[src/sv/sfr_pkg.sv]
// Package for the MFM sector framer: item, result and command types,
// format constants and the CRC-16 CCITT byte update. No dependencies.
package sfr_pkg;

    localparam int TRACK_SIZE_DEF = 6400;
    localparam int POS_W          = 13;
    localparam int LEFT_W         = 11;
    localparam int STEP_W         = 6;
    localparam int CMD_DEPTH      = 4;

    localparam logic [15:0] CRC_PRESET = 16'hFFFF;
    localparam logic [15:0] CRC_POLY   = 16'h1021;
    localparam logic [7:0]  GAP_BYTE   = 8'h4E;
    localparam logic [7:0]  SYNC_BYTE  = 8'hA1;
    localparam logic [7:0]  ID_MARK    = 8'hFE;
    localparam logic [7:0]  DATA_MARK  = 8'hFB;
    localparam logic [LEFT_W-1:0] BASE_LEN = LEFT_W'(128);

    // header step map
    localparam logic [STEP_W-1:0] HS_SYNC1   = STEP_W'(12);
    localparam logic [STEP_W-1:0] HS_IDMARK  = STEP_W'(15);
    localparam logic [STEP_W-1:0] HS_CYL     = STEP_W'(16);
    localparam logic [STEP_W-1:0] HS_HEAD    = STEP_W'(17);
    localparam logic [STEP_W-1:0] HS_SECT    = STEP_W'(18);
    localparam logic [STEP_W-1:0] HS_SIZE    = STEP_W'(19);
    localparam logic [STEP_W-1:0] HS_CRC_HI  = STEP_W'(20);
    localparam logic [STEP_W-1:0] HS_CRC_LO  = STEP_W'(21);
    localparam logic [STEP_W-1:0] HS_GAP2    = STEP_W'(44);
    localparam logic [STEP_W-1:0] HS_SYNC2   = STEP_W'(56);
    localparam logic [STEP_W-1:0] HS_DMARK   = STEP_W'(59);
    localparam logic [STEP_W-1:0] HS_LAST    = STEP_W'(59);

    // data step map for the closing byte of a sector
    localparam logic [STEP_W-1:0] DS_CRC_HI  = STEP_W'(1);
    localparam logic [STEP_W-1:0] DS_CRC_LO  = STEP_W'(2);
    localparam logic [STEP_W-1:0] DS_LAST    = STEP_W'(42);

    typedef enum logic [1:0] {
        REQ_TRACK  = 2'd0,
        REQ_HEADER = 2'd1,
        REQ_DATA   = 2'd2,
        REQ_NONE   = 2'd3
    } req_t;

    typedef enum logic [1:0] {
        CMD_TRACK  = 2'd0,
        CMD_HEADER = 2'd1,
        CMD_DATA   = 2'd2
    } cmd_kind_t;

    typedef struct packed {
        logic [1:0] req_type;
        logic [7:0] cylinder;
        logic [7:0] head_number;
        logic [7:0] sector_number;
        logic [1:0] size_code;
        logic       bad_crc_mark;
        logic [7:0] data_byte;
    } in_item_t;

    typedef struct packed {
        logic [7:0]       out_byte;
        logic [POS_W-1:0] track_pos;
        logic             overflow;
        logic             last_of_run;
    } out_item_t;

    typedef struct packed {
        cmd_kind_t  kind;
        logic [7:0] cylinder;
        logic [7:0] head_number;
        logic [7:0] sector_number;
        logic [1:0] size_code;
        logic [7:0] data_byte;
        logic       close_sector;
        logic       bad_crc;
    } cmd_t;

    function automatic logic [15:0] crc_byte(input logic [15:0] crc, input logic [7:0] b);
        logic [15:0] c;
        c = crc ^ {b, 8'h00};
        for (int i = 0; i < 8; i++) begin
            if (c[15])
                c = {c[14:0], 1'b0} ^ CRC_POLY;
            else
                c = {c[14:0], 1'b0};
        end
        return c;
    endfunction

endpackage

[src/sv/sfr_front.sv]
// Front end: classifies input items, tracks the open sector and its
// byte count, and issues commands. Depends on sfr_pkg.
module sfr_front (
    input  logic              clk,
    input  logic              rst_n,
    input  logic              push,
    input  logic              full,
    input  sfr_pkg::in_item_t item,
    output logic              cmd_push,
    output sfr_pkg::cmd_t     cmd
);

    logic                           open_reg, open_next;
    logic                           bad_reg, bad_next;
    logic [sfr_pkg::LEFT_W-1:0]     left_reg, left_next;
    logic [sfr_pkg::LEFT_W-1:0]     left_dec;
    logic                           take;

    assign take     = push && !full;
    assign left_dec = left_reg - sfr_pkg::LEFT_W'(1);

    always_comb
    begin
        open_next = open_reg;
        bad_next  = bad_reg;
        left_next = left_reg;
        cmd_push  = 1'b0;
        cmd.kind          = sfr_pkg::CMD_TRACK;
        cmd.cylinder      = item.cylinder;
        cmd.head_number   = item.head_number;
        cmd.sector_number = item.sector_number;
        cmd.size_code     = item.size_code;
        cmd.data_byte     = item.data_byte;
        cmd.close_sector  = 1'b0;
        cmd.bad_crc       = bad_reg;
        if (take)
        begin
            unique case (sfr_pkg::req_t'(item.req_type))
                sfr_pkg::REQ_TRACK:
                begin
                    cmd_push  = 1'b1;
                    cmd.kind  = sfr_pkg::CMD_TRACK;
                    open_next = 1'b0;
                    bad_next  = 1'b0;
                    left_next = '0;
                end
                sfr_pkg::REQ_HEADER:
                begin
                    cmd_push  = 1'b1;
                    cmd.kind  = sfr_pkg::CMD_HEADER;
                    open_next = 1'b1;
                    bad_next  = item.bad_crc_mark;
                    left_next = sfr_pkg::BASE_LEN << item.size_code;
                end
                sfr_pkg::REQ_DATA:
                begin
                    if (open_reg)
                    begin
                        cmd_push         = 1'b1;
                        cmd.kind         = sfr_pkg::CMD_DATA;
                        cmd.close_sector = (left_dec == '0);
                        left_next        = left_dec;
                        if (left_dec == '0)
                        begin
                            open_next = 1'b0;
                            bad_next  = 1'b0;
                        end
                    end
                end
                sfr_pkg::REQ_NONE:
                begin
                end
            endcase
        end
    end

    always_ff @(posedge clk or negedge rst_n)
    begin
        if (!rst_n)
        begin
            open_reg <= 1'b0;
            bad_reg  <= 1'b0;
            left_reg <= '0;
        end
        else
        begin
            open_reg <= open_next;
            bad_reg  <= bad_next;
            left_reg <= left_next;
        end
    end

endmodule

[src/sv/sfr_cmd_fifo.sv]
// Command queue between front and back ends.
// Depends on sfr_pkg.
module sfr_cmd_fifo #(
    parameter int DEPTH = sfr_pkg::CMD_DEPTH
) (
    input  logic          clk,
    input  logic          rst_n,
    input  logic          wr_en,
    input  sfr_pkg::cmd_t wr_data,
    output logic          full,
    input  logic          rd_en,
    output sfr_pkg::cmd_t rd_data,
    output logic          empty
);

    localparam int PTR_W = (DEPTH > 1) ? $clog2(DEPTH) : 1;
    localparam int CNT_W = $clog2(DEPTH + 1);

    sfr_pkg::cmd_t    mem [DEPTH];
    sfr_pkg::cmd_t    rd_data_reg;
    logic [PTR_W-1:0] wr_ptr_reg, rd_ptr_reg, rd_ptr_next;
    logic [CNT_W-1:0] count_reg;
    logic             do_wr, do_rd;

    assign full        = (count_reg == CNT_W'(DEPTH));
    assign empty       = (count_reg == '0);
    assign do_wr       = wr_en && !full;
    assign do_rd       = rd_en && !empty;
    assign rd_ptr_next = !do_rd ? rd_ptr_reg :
                         (rd_ptr_reg == PTR_W'(DEPTH - 1)) ? '0 : rd_ptr_reg + PTR_W'(1);
    assign rd_data     = rd_data_reg;

    // head entry is kept registered; a write into an emptying queue bypasses
    always_ff @(posedge clk)
    begin
        if (do_wr)
            mem[wr_ptr_reg] <= wr_data;
        if (do_wr && (wr_ptr_reg == rd_ptr_next))
            rd_data_reg <= wr_data;
        else
            rd_data_reg <= mem[rd_ptr_next];
    end

    always_ff @(posedge clk or negedge rst_n)
    begin
        if (!rst_n)
        begin
            wr_ptr_reg <= '0;
            rd_ptr_reg <= '0;
            count_reg  <= '0;
        end
        else
        begin
            if (do_wr)
                wr_ptr_reg <= (wr_ptr_reg == PTR_W'(DEPTH - 1)) ? '0 : wr_ptr_reg + PTR_W'(1);
            rd_ptr_reg <= rd_ptr_next;
            if (do_wr && !do_rd)
                count_reg <= count_reg + CNT_W'(1);
            else if (do_rd && !do_wr)
                count_reg <= count_reg - CNT_W'(1);
        end
    end

endmodule

[src/sv/sfr_back.sv]
// Back end: steps through each command, one track byte per cycle while the result
// slot is free, keeps the CRC and track position, and holds the result register.
// Depends on sfr_pkg.
module sfr_back #(
    parameter int TRACK_SIZE = sfr_pkg::TRACK_SIZE_DEF
) (
    input  logic               clk,
    input  logic               rst_n,
    input  logic               cmd_empty,
    input  sfr_pkg::cmd_t      cmd,
    output logic               cmd_pop,
    output logic               empty,
    input  logic               pop,
    output sfr_pkg::out_item_t result
);

    localparam logic [sfr_pkg::POS_W-1:0] TRACK_END = sfr_pkg::POS_W'(TRACK_SIZE);

    logic [sfr_pkg::STEP_W-1:0] step_reg;
    logic [15:0]                crc_reg, crc_save_reg;
    logic [sfr_pkg::POS_W-1:0]  pos_reg;
    logic                       out_valid_reg;
    sfr_pkg::out_item_t         out_reg;

    logic                       slot_free, fire, emit, last_step, preset;
    logic [7:0]                 byte_sel;
    logic                       over;
    logic [15:0]                crc_in;

    assign slot_free = !out_valid_reg || pop;
    assign fire      = !cmd_empty && ((cmd.kind == sfr_pkg::CMD_TRACK) || slot_free);
    assign emit      = fire && (cmd.kind != sfr_pkg::CMD_TRACK);
    assign over      = (pos_reg >= TRACK_END);
    assign preset    = (cmd.kind == sfr_pkg::CMD_HEADER) &&
                       ((step_reg == sfr_pkg::HS_SYNC1) || (step_reg == sfr_pkg::HS_SYNC2));
    assign crc_in    = preset ? sfr_pkg::CRC_PRESET : crc_reg;

    always_comb
    begin
        byte_sel  = sfr_pkg::GAP_BYTE;
        last_step = 1'b1;
        unique case (cmd.kind)
            sfr_pkg::CMD_HEADER:
            begin
                last_step = (step_reg == sfr_pkg::HS_LAST);
                priority if (step_reg < sfr_pkg::HS_SYNC1)
                    byte_sel = 8'h00;
                else if (step_reg < sfr_pkg::HS_IDMARK)
                    byte_sel = sfr_pkg::SYNC_BYTE;
                else if (step_reg == sfr_pkg::HS_IDMARK)
                    byte_sel = sfr_pkg::ID_MARK;
                else if (step_reg == sfr_pkg::HS_CYL)
                    byte_sel = cmd.cylinder;
                else if (step_reg == sfr_pkg::HS_HEAD)
                    byte_sel = cmd.head_number;
                else if (step_reg == sfr_pkg::HS_SECT)
                    byte_sel = cmd.sector_number;
                else if (step_reg == sfr_pkg::HS_SIZE)
                    byte_sel = {6'd0, cmd.size_code};
                else if (step_reg == sfr_pkg::HS_CRC_HI)
                    byte_sel = crc_reg[15:8];
                else if (step_reg == sfr_pkg::HS_CRC_LO)
                    byte_sel = crc_save_reg[7:0];
                else if (step_reg < sfr_pkg::HS_GAP2)
                    byte_sel = sfr_pkg::GAP_BYTE;
                else if (step_reg < sfr_pkg::HS_SYNC2)
                    byte_sel = 8'h00;
                else if (step_reg < sfr_pkg::HS_DMARK)
                    byte_sel = sfr_pkg::SYNC_BYTE;
                else
                    byte_sel = sfr_pkg::DATA_MARK;
            end
            sfr_pkg::CMD_DATA:
            begin
                last_step = cmd.close_sector ? (step_reg == sfr_pkg::DS_LAST) : 1'b1;
                priority if (step_reg == '0)
                    byte_sel = cmd.data_byte;
                else if (step_reg == sfr_pkg::DS_CRC_HI)
                    byte_sel = cmd.bad_crc ? 8'h00 : crc_reg[15:8];
                else if (step_reg == sfr_pkg::DS_CRC_LO)
                    byte_sel = cmd.bad_crc ? 8'h00 : crc_save_reg[7:0];
                else
                    byte_sel = sfr_pkg::GAP_BYTE;
            end
            default:
            begin
                byte_sel  = 8'h00;
                last_step = 1'b1;
            end
        endcase
    end

    assign cmd_pop = fire && last_step;
    assign empty   = !out_valid_reg;
    assign result  = out_reg;

    always_ff @(posedge clk)
    begin
        if (emit)
        begin
            out_reg.out_byte    <= byte_sel;
            out_reg.track_pos   <= over ? TRACK_END : pos_reg;
            out_reg.overflow    <= over;
            out_reg.last_of_run <= last_step;
            crc_save_reg        <= crc_reg;
        end
    end

    always_ff @(posedge clk or negedge rst_n)
    begin
        if (!rst_n)
        begin
            step_reg      <= '0;
            crc_reg       <= sfr_pkg::CRC_PRESET;
            pos_reg       <= '0;
            out_valid_reg <= 1'b0;
        end
        else
        begin
            if (fire)
                step_reg <= last_step ? '0 : step_reg + sfr_pkg::STEP_W'(1);
            if (fire && (cmd.kind == sfr_pkg::CMD_TRACK))
                pos_reg <= '0;
            else if (emit && !over)
                pos_reg <= pos_reg + sfr_pkg::POS_W'(1);
            if (emit)
                crc_reg <= sfr_pkg::crc_byte(crc_in, byte_sel);
            if (emit)
                out_valid_reg <= 1'b1;
            else if (pop)
                out_valid_reg <= 1'b0;
        end
    end

endmodule

[src/sv/mfm_sector_framer.sv]
// Top level of the MFM sector framer: front end, command queue, back end.
// Depends on sfr_pkg, sfr_front, sfr_cmd_fifo, sfr_back.
//
//   channel  | handshake   | payload
//   ---------+-------------+---------------------------
//   item     | push / full | sfr_pkg::in_item_t  item
//   result   | empty / pop | sfr_pkg::out_item_t result
//
// One track byte leaves per cycle while results are popped. A data byte gives its byte;
// a closing data byte adds CRC and tail gap; a sector header, sync fields, ID, gap and
// data mark; a track start, no result. The back-end byte sequencer sets that rate;
// items enter at one per cycle until the 4-entry command queue fills. Reset clears
// position and sector state, presets the CRC. A held result (pop low) stalls byte output.
module mfm_sector_framer #(
    parameter int TRACK_SIZE = sfr_pkg::TRACK_SIZE_DEF
) (
    input  logic               clk,
    input  logic               rst_n,
    input  logic               push,
    output logic               full,
    input  sfr_pkg::in_item_t  item,
    output logic               empty,
    input  logic               pop,
    output sfr_pkg::out_item_t result
);

    logic          cmd_wr, cmd_rd, cmd_empty;
    sfr_pkg::cmd_t cmd_in, cmd_out;

    sfr_front u_front (
        .clk      (clk),
        .rst_n    (rst_n),
        .push     (push),
        .full     (full),
        .item     (item),
        .cmd_push (cmd_wr),
        .cmd      (cmd_in)
    );

    sfr_cmd_fifo #(
        .DEPTH (sfr_pkg::CMD_DEPTH)
    ) u_fifo (
        .clk     (clk),
        .rst_n   (rst_n),
        .wr_en   (cmd_wr),
        .wr_data (cmd_in),
        .full    (full),
        .rd_en   (cmd_rd),
        .rd_data (cmd_out),
        .empty   (cmd_empty)
    );

    sfr_back #(
        .TRACK_SIZE (TRACK_SIZE)
    ) u_back (
        .clk       (clk),
        .rst_n     (rst_n),
        .cmd_empty (cmd_empty),
        .cmd       (cmd_out),
        .cmd_pop   (cmd_rd),
        .empty     (empty),
        .pop       (pop),
        .result    (result)
    );

endmodule

[config.mk]
export PLATFORM = sky130hd
export DESIGN_NAME = mfm_sector_framer
export DESIGN_NICKNAME = d
export VERILOG_FILES = /design/src/sv/sfr_pkg.sv /design/src/sv/sfr_front.sv /design/src/sv/sfr_cmd_fifo.sv /design/src/sv/sfr_back.sv /design/src/sv/mfm_sector_framer.sv
export SDC_FILE = /design/constraint.sdc
export NUM_CORES = 1
export LEC_CHECK = 0
export BUFFER_PORTS_ARGS = -buffer_cell sky130_fd_sc_hd__buf_2
export CAP_MARGIN = 20
export CORE_MARGIN = 2
export CORE_UTILIZATION = 65
export CTS_CLUSTER_DIAMETER = 100
export DETAILED_ROUTE_END_ITERATION = 16
export PLACE_DENSITY = 0.91
export SYNTH_ARGS = -nofsm -noshare
export SYNTH_HDL_FRONTEND = slang
export SYNTH_SLANG_ARGS = --single-unit
[constraint.sdc]
create_clock -name clk -period 6 [get_ports clk]
set_input_delay 0 -clock clk [delete_from_list [all_inputs] [get_ports clk]]
set_output_delay 0 -clock clk [all_outputs]
set_load 0.01 [all_outputs]
After elaboration in Yosys (flattened, before gate mapping) --
Memories as Yosys holds them, arrays and structs flattened. A register that Yosys moved wholly into a read port is not among the register bits. Cells that the tools add are included.
Storage, ports and cells: register bits after elaboration 87, RAM bits 152, input bits 41, output and inout port bits 25, logic and storage cells 160, memories kept 1
Memories:
- u_fifo.mem | depth 4, bits a word 38, rd ports 1, clocked after Yosys merged registers in 1, wr ports 1, line sfr_cmd_fifo.sv:19 | sfr_pkg::cmd_t mem [DEPTH];
Operators by class: $add $sub $neg 7, $lt $le $gt $ge 6, equality and inequality tests 22, shift operators 1, muxes and demuxes 65, bitwise gates (word level) 9, reduce and logical (&&, ||, !) cells 34
Operators by type and width (count):
- $mux 13 | 10
- $mux 16 | 8
- $mux 8 | 16
- $eq 6x5->1 const B | 6
- $pmux 11 s3 | 1
- $not 3->3 | 8
- $eq 6x6->1 const B | 3
- $lt 6x6->1 const B | 3
- $pmux 8 s2 | 1
- $xor 16x16->16 | 1
- $mux 1 | 14
- $add 13x1->13 const B | 1
- $ge 13x13->1 const B | 1
- $eq 6x4->1 const B | 2
- $lt 6x4->1 const B | 2
- $logic_and 1x1->1 | 11
- $logic_not 11->1 | 1
- $mux 11 | 1
- $shl 8x2->11 const A | 1
- $sub 11x1->11 const B | 1
- $mux 2 | 5
- $eq 2x2->1 const B | 4
- $reduce_bool 2->1 | 4
- $mux 7 | 1
- other kinds (24) | 38

Depth between registers and ports, before layout --
depth in word-level cells 38, depth in mapped cells 17, gate-level depth less buffers 14

By module --
From an unflattened synthesis, not the netlist that was laid out.
Unflattened totals: cells, all modules 857, area total of the unflattened synthesis 11568.6 µm²
Modules (own cells, without submodules):
- sfr_cmd_fifo | times used 1, cells an instance 237, area each 5979.5 µm², seq. area each 4779.6 µm²
- sfr_back | times used 1, cells an instance 462, area each 4316.6 µm², seq. area each 1851.8 µm²
- sfr_front | times used 1, cells an instance 158, area each 1272.5 µm², seq. area each 325.3 µm²

Least setup slack after synthesis --
Ideal clock, no wire load.
path type flip-flop to flip-flop, from register with a tool-made name, to register u_fifo.count_reg[1], arrival time 3800 ps, setup slack 2075 ps, stages on the path, launching flop included 16, buffers on the path 4, path through dfxtp_1 > buf_6 > buf_8 > buf_4 > mux4_2 > inv_1 > ha_1 > clkbuf_1 > nand2_1 > o311ai_1 > nor2b_1 > inv_1 > ha_1 > inv_1 > fa_1 > mux2_2
RTL lines:
- to (signal assigned) | line sfr_cmd_fifo.sv:58 | count_reg <= count_reg + CNT_W'(1);
- to (signal assigned) | line sfr_cmd_fifo.sv:60 | count_reg <= count_reg - CNT_W'(1);
- to (decl) | line sfr_cmd_fifo.sv:22 | logic [CNT_W-1:0] count_reg;

==> metrics.yaml <==
status: "finished, final reports clean"
setup_ws_ns: 1.719
synth_warnings: 0
ir_drop_mv: 0.3559
drt_iter0_drc: 687
syn_inst: 791
die_area_um2: 18350
final_cell_mix: "183 x edfxtp_1, 68 x nor2_1, 65 x buf_2"
start_kind: "flop"
hold_class: "in -> reg"
syn-num-nets: 855
gp_congestion: 0.9636
synth_edf_count: 183
routed_wl_mm: 25.72
critPathCaptureType: "flop"
hold_buffers: 38
ys_seq_area_share_pct: 61.92
cts_setup_buffers: 0
finalCriticalPeriod_ns: 4.281
layout-drive-gt1-share_pct: 22.45
critical_path_peak_fanout: 21
antenna_found_initial: 0
hold_violations: 0
p_leak_nw: 4.827
cts_buffers: 24
clkPwrFrac_pct: 25.4
required_ns: 6.44
tns_ns: 0
dp_hpwl_mm: 15.61
ctsRootBufferMaster: "clkbuf_16"
cts_num_sinks: 241
maxSlewHeadroom_pct: 29.11
diodes: 0
yosysUniqueCellTypes: 87
synth.cell_area_um2: 11230
tightestPinTransition_ns: 1.056
drv_slew: 0
synth_top_area_share_pct: 48.91
grt_pass1_wl_mm: 39.86
largest_reg_flops: 152
avgSynthCellArea_um2: 14.20
p_sw_w: 0.002138
rsz0062_at_grt: "no"
grt_usage_pct: 28.86
antenna_left: 0
path_class: "reg -> reg"
p_per_area_nw_per_um2: 490.0
max_freq_mhz: 233.6
io_buffer_count: 65
htreeDepth: 1
layout_commonest_cell: "edfxtp_1"
fp.dieH_um: 135.5
final_nets: 959
core-area_um2: 17120
fp-row-count: 48
clkTransAtPathRegs_ns: 0.06
yosysTopAreaCell: "edfxtp_1"
setup_viol: 0
firstDrtPassIters: 5
seqPwrFrac_pct: 39.6
fp.dieW_um: 135.5
clk_latency_ns: 0.54
cts.repair.resized: 0
route.detailed.drc: 0
cts_tree: "yes"
ios: 66
start_util_pct: 65.64
area_growth_syn_to_layout_pct: 15.12
grt_max_degree: 59
pre_cts_slack_ns: 1.803
drv_cap: 0
via_count: 7250
grt-ovfl-total: 0
ys.flop_type: "edfxtp_1"
p_sw_share_pct: 33.74
synthTopCellsByArea: "edfxtp_1 49%, dfrtp_1 8.9%, mux4_2 6.2%"
viasPerCell: 6.371
synth-async-reset-ratio_pct: 23.24
cts_buffer_depth: 3
fin_crit_sh_pct: 71.35
intPower_w: 0.004199
ys_ff_latch: 241
routedWlPerCell_um: 22.60
worstPathArrival_ns: 4.73
grt_pass1_vias: 7165
fin_skew_ns: 0.02551
pwr-share-comb_pct: 35.1
-- logic make-up after synthesis --
logic type      share of synthesized area, %
buf+inv                                3.029
fa+ha+maj                              2.628
mux                                    9.455
flops                                  61.92
xor+xnor                               3.686
compound gates                         8.353
simple gates                           10.93
-- layout make-up --
type	instances	area, um^2
flip-flops and latches	241	6958
clock inverters	18	249.0
multi-input cells	483	3946
repair buffers	111	763.2
inverters	34	127.6
fillers	1005	4183
well taps	225	281.5
clock buffers	26	608.1
-- power by group through the flow --
stage / Sequential (W) / Clock (W) / Combinational [W]
after global routing: 0.00254 / 0.00168 / 0.00241
after global placement: 0.00251 / 0 / 0.00208
after detailed placement: 0.00252 / 0 / 0.00216
after floorplan: 0.00243 / 0 / 0.00172
after CTS: 0.00251 / 0.00161 / 0.00222
final: 0.00251 / 0.00161 / 0.00222
-- critical path, cell delays in order, from the launching register on --
cell and delay (ns):
dfxtp_2 0.79, mux4_2 0.61, inv_1 0.09, ha_1 0.36
nand3_1 0.20, a21oi_4 0.46, nor3_1 0.09, a21oi_1 0.16
o311ai_1 0.17, a311oi_4 0.45, xor3_2 0.46, xor2_1 0.16
a21oi_1 0.17
-- per-stage QoR --
stage	instances	total power, W	hold WS, ns	util [%]	cell area [um^2]
2_1_floorplan	791	0.004146	-0.2956	-	11230
3_3_place_gp	1055	0.004585	0.1917	68.30	11690
3_5_place_dp	1055	0.004684	0.1957	68.30	11690
4_1_cts	1137	0.006333	0.009741	75.53	12930
5_1_grt	1138	0.006632	0.06032	75.56	12930
6_report	1138	0.006338	0.02502	75.56	12930
-- layer usage --
| metal | global-route usage [%] | up-vias | wire (um) |
|---|---|---|---|
| li1 | - | 3202 | - |
| met1 | 39.73 | 3577 | 10170 |
| met2 | 47.72 | 386 | 12690 |
| met3 | 3.853 | 85 | 1797 |
| met4 | 11.17 | 0 | 1061 |
| met5 | 0 | - | 0 |
-- cells in the mapped netlist, drive strengths merged (12+ instances only) --
| master | n |
|---|---|
| edfxtp | 183 |
| nor2 | 69 |
| nand2 | 48 |
| o21ai | 43 |
| dfrtp | 40 |
| mux4 | 37 |
| inv | 34 |
| nand3 | 32 |
| a21oi | 25 |
| ha | 22 |
| buf | 21 |
| xnor2 | 18 |
| and2 | 17 |
| dfstp | 16 |
| nor3 | 15 |
| xor2 | 15 |
| mux2 | 13 |
| clkbuf | 12 |
-- path summary, 6_finish.rpt --
kind	slack (ns)	startpoint	cells after the start	endpoint
max in group asynchronous	5.33	rst_n	3	u_back.step_reg[5]
hold / removal	0.03	item[36]	4	u_front.left_reg[0]
setup reg to reg	1.72	flop	12	u_back.crc_reg[6]
setup / recovery	1.72	flop	12	u_back.crc_reg[6]
min in group asynchronous	0.18	rst_n	3	u_fifo.wr_ptr_reg[0]
hold reg to reg	0.51	u_fifo.count_reg[2]	1	u_fifo.count_reg[2]
Note: power is estimated with default switching activity, not from simulation.
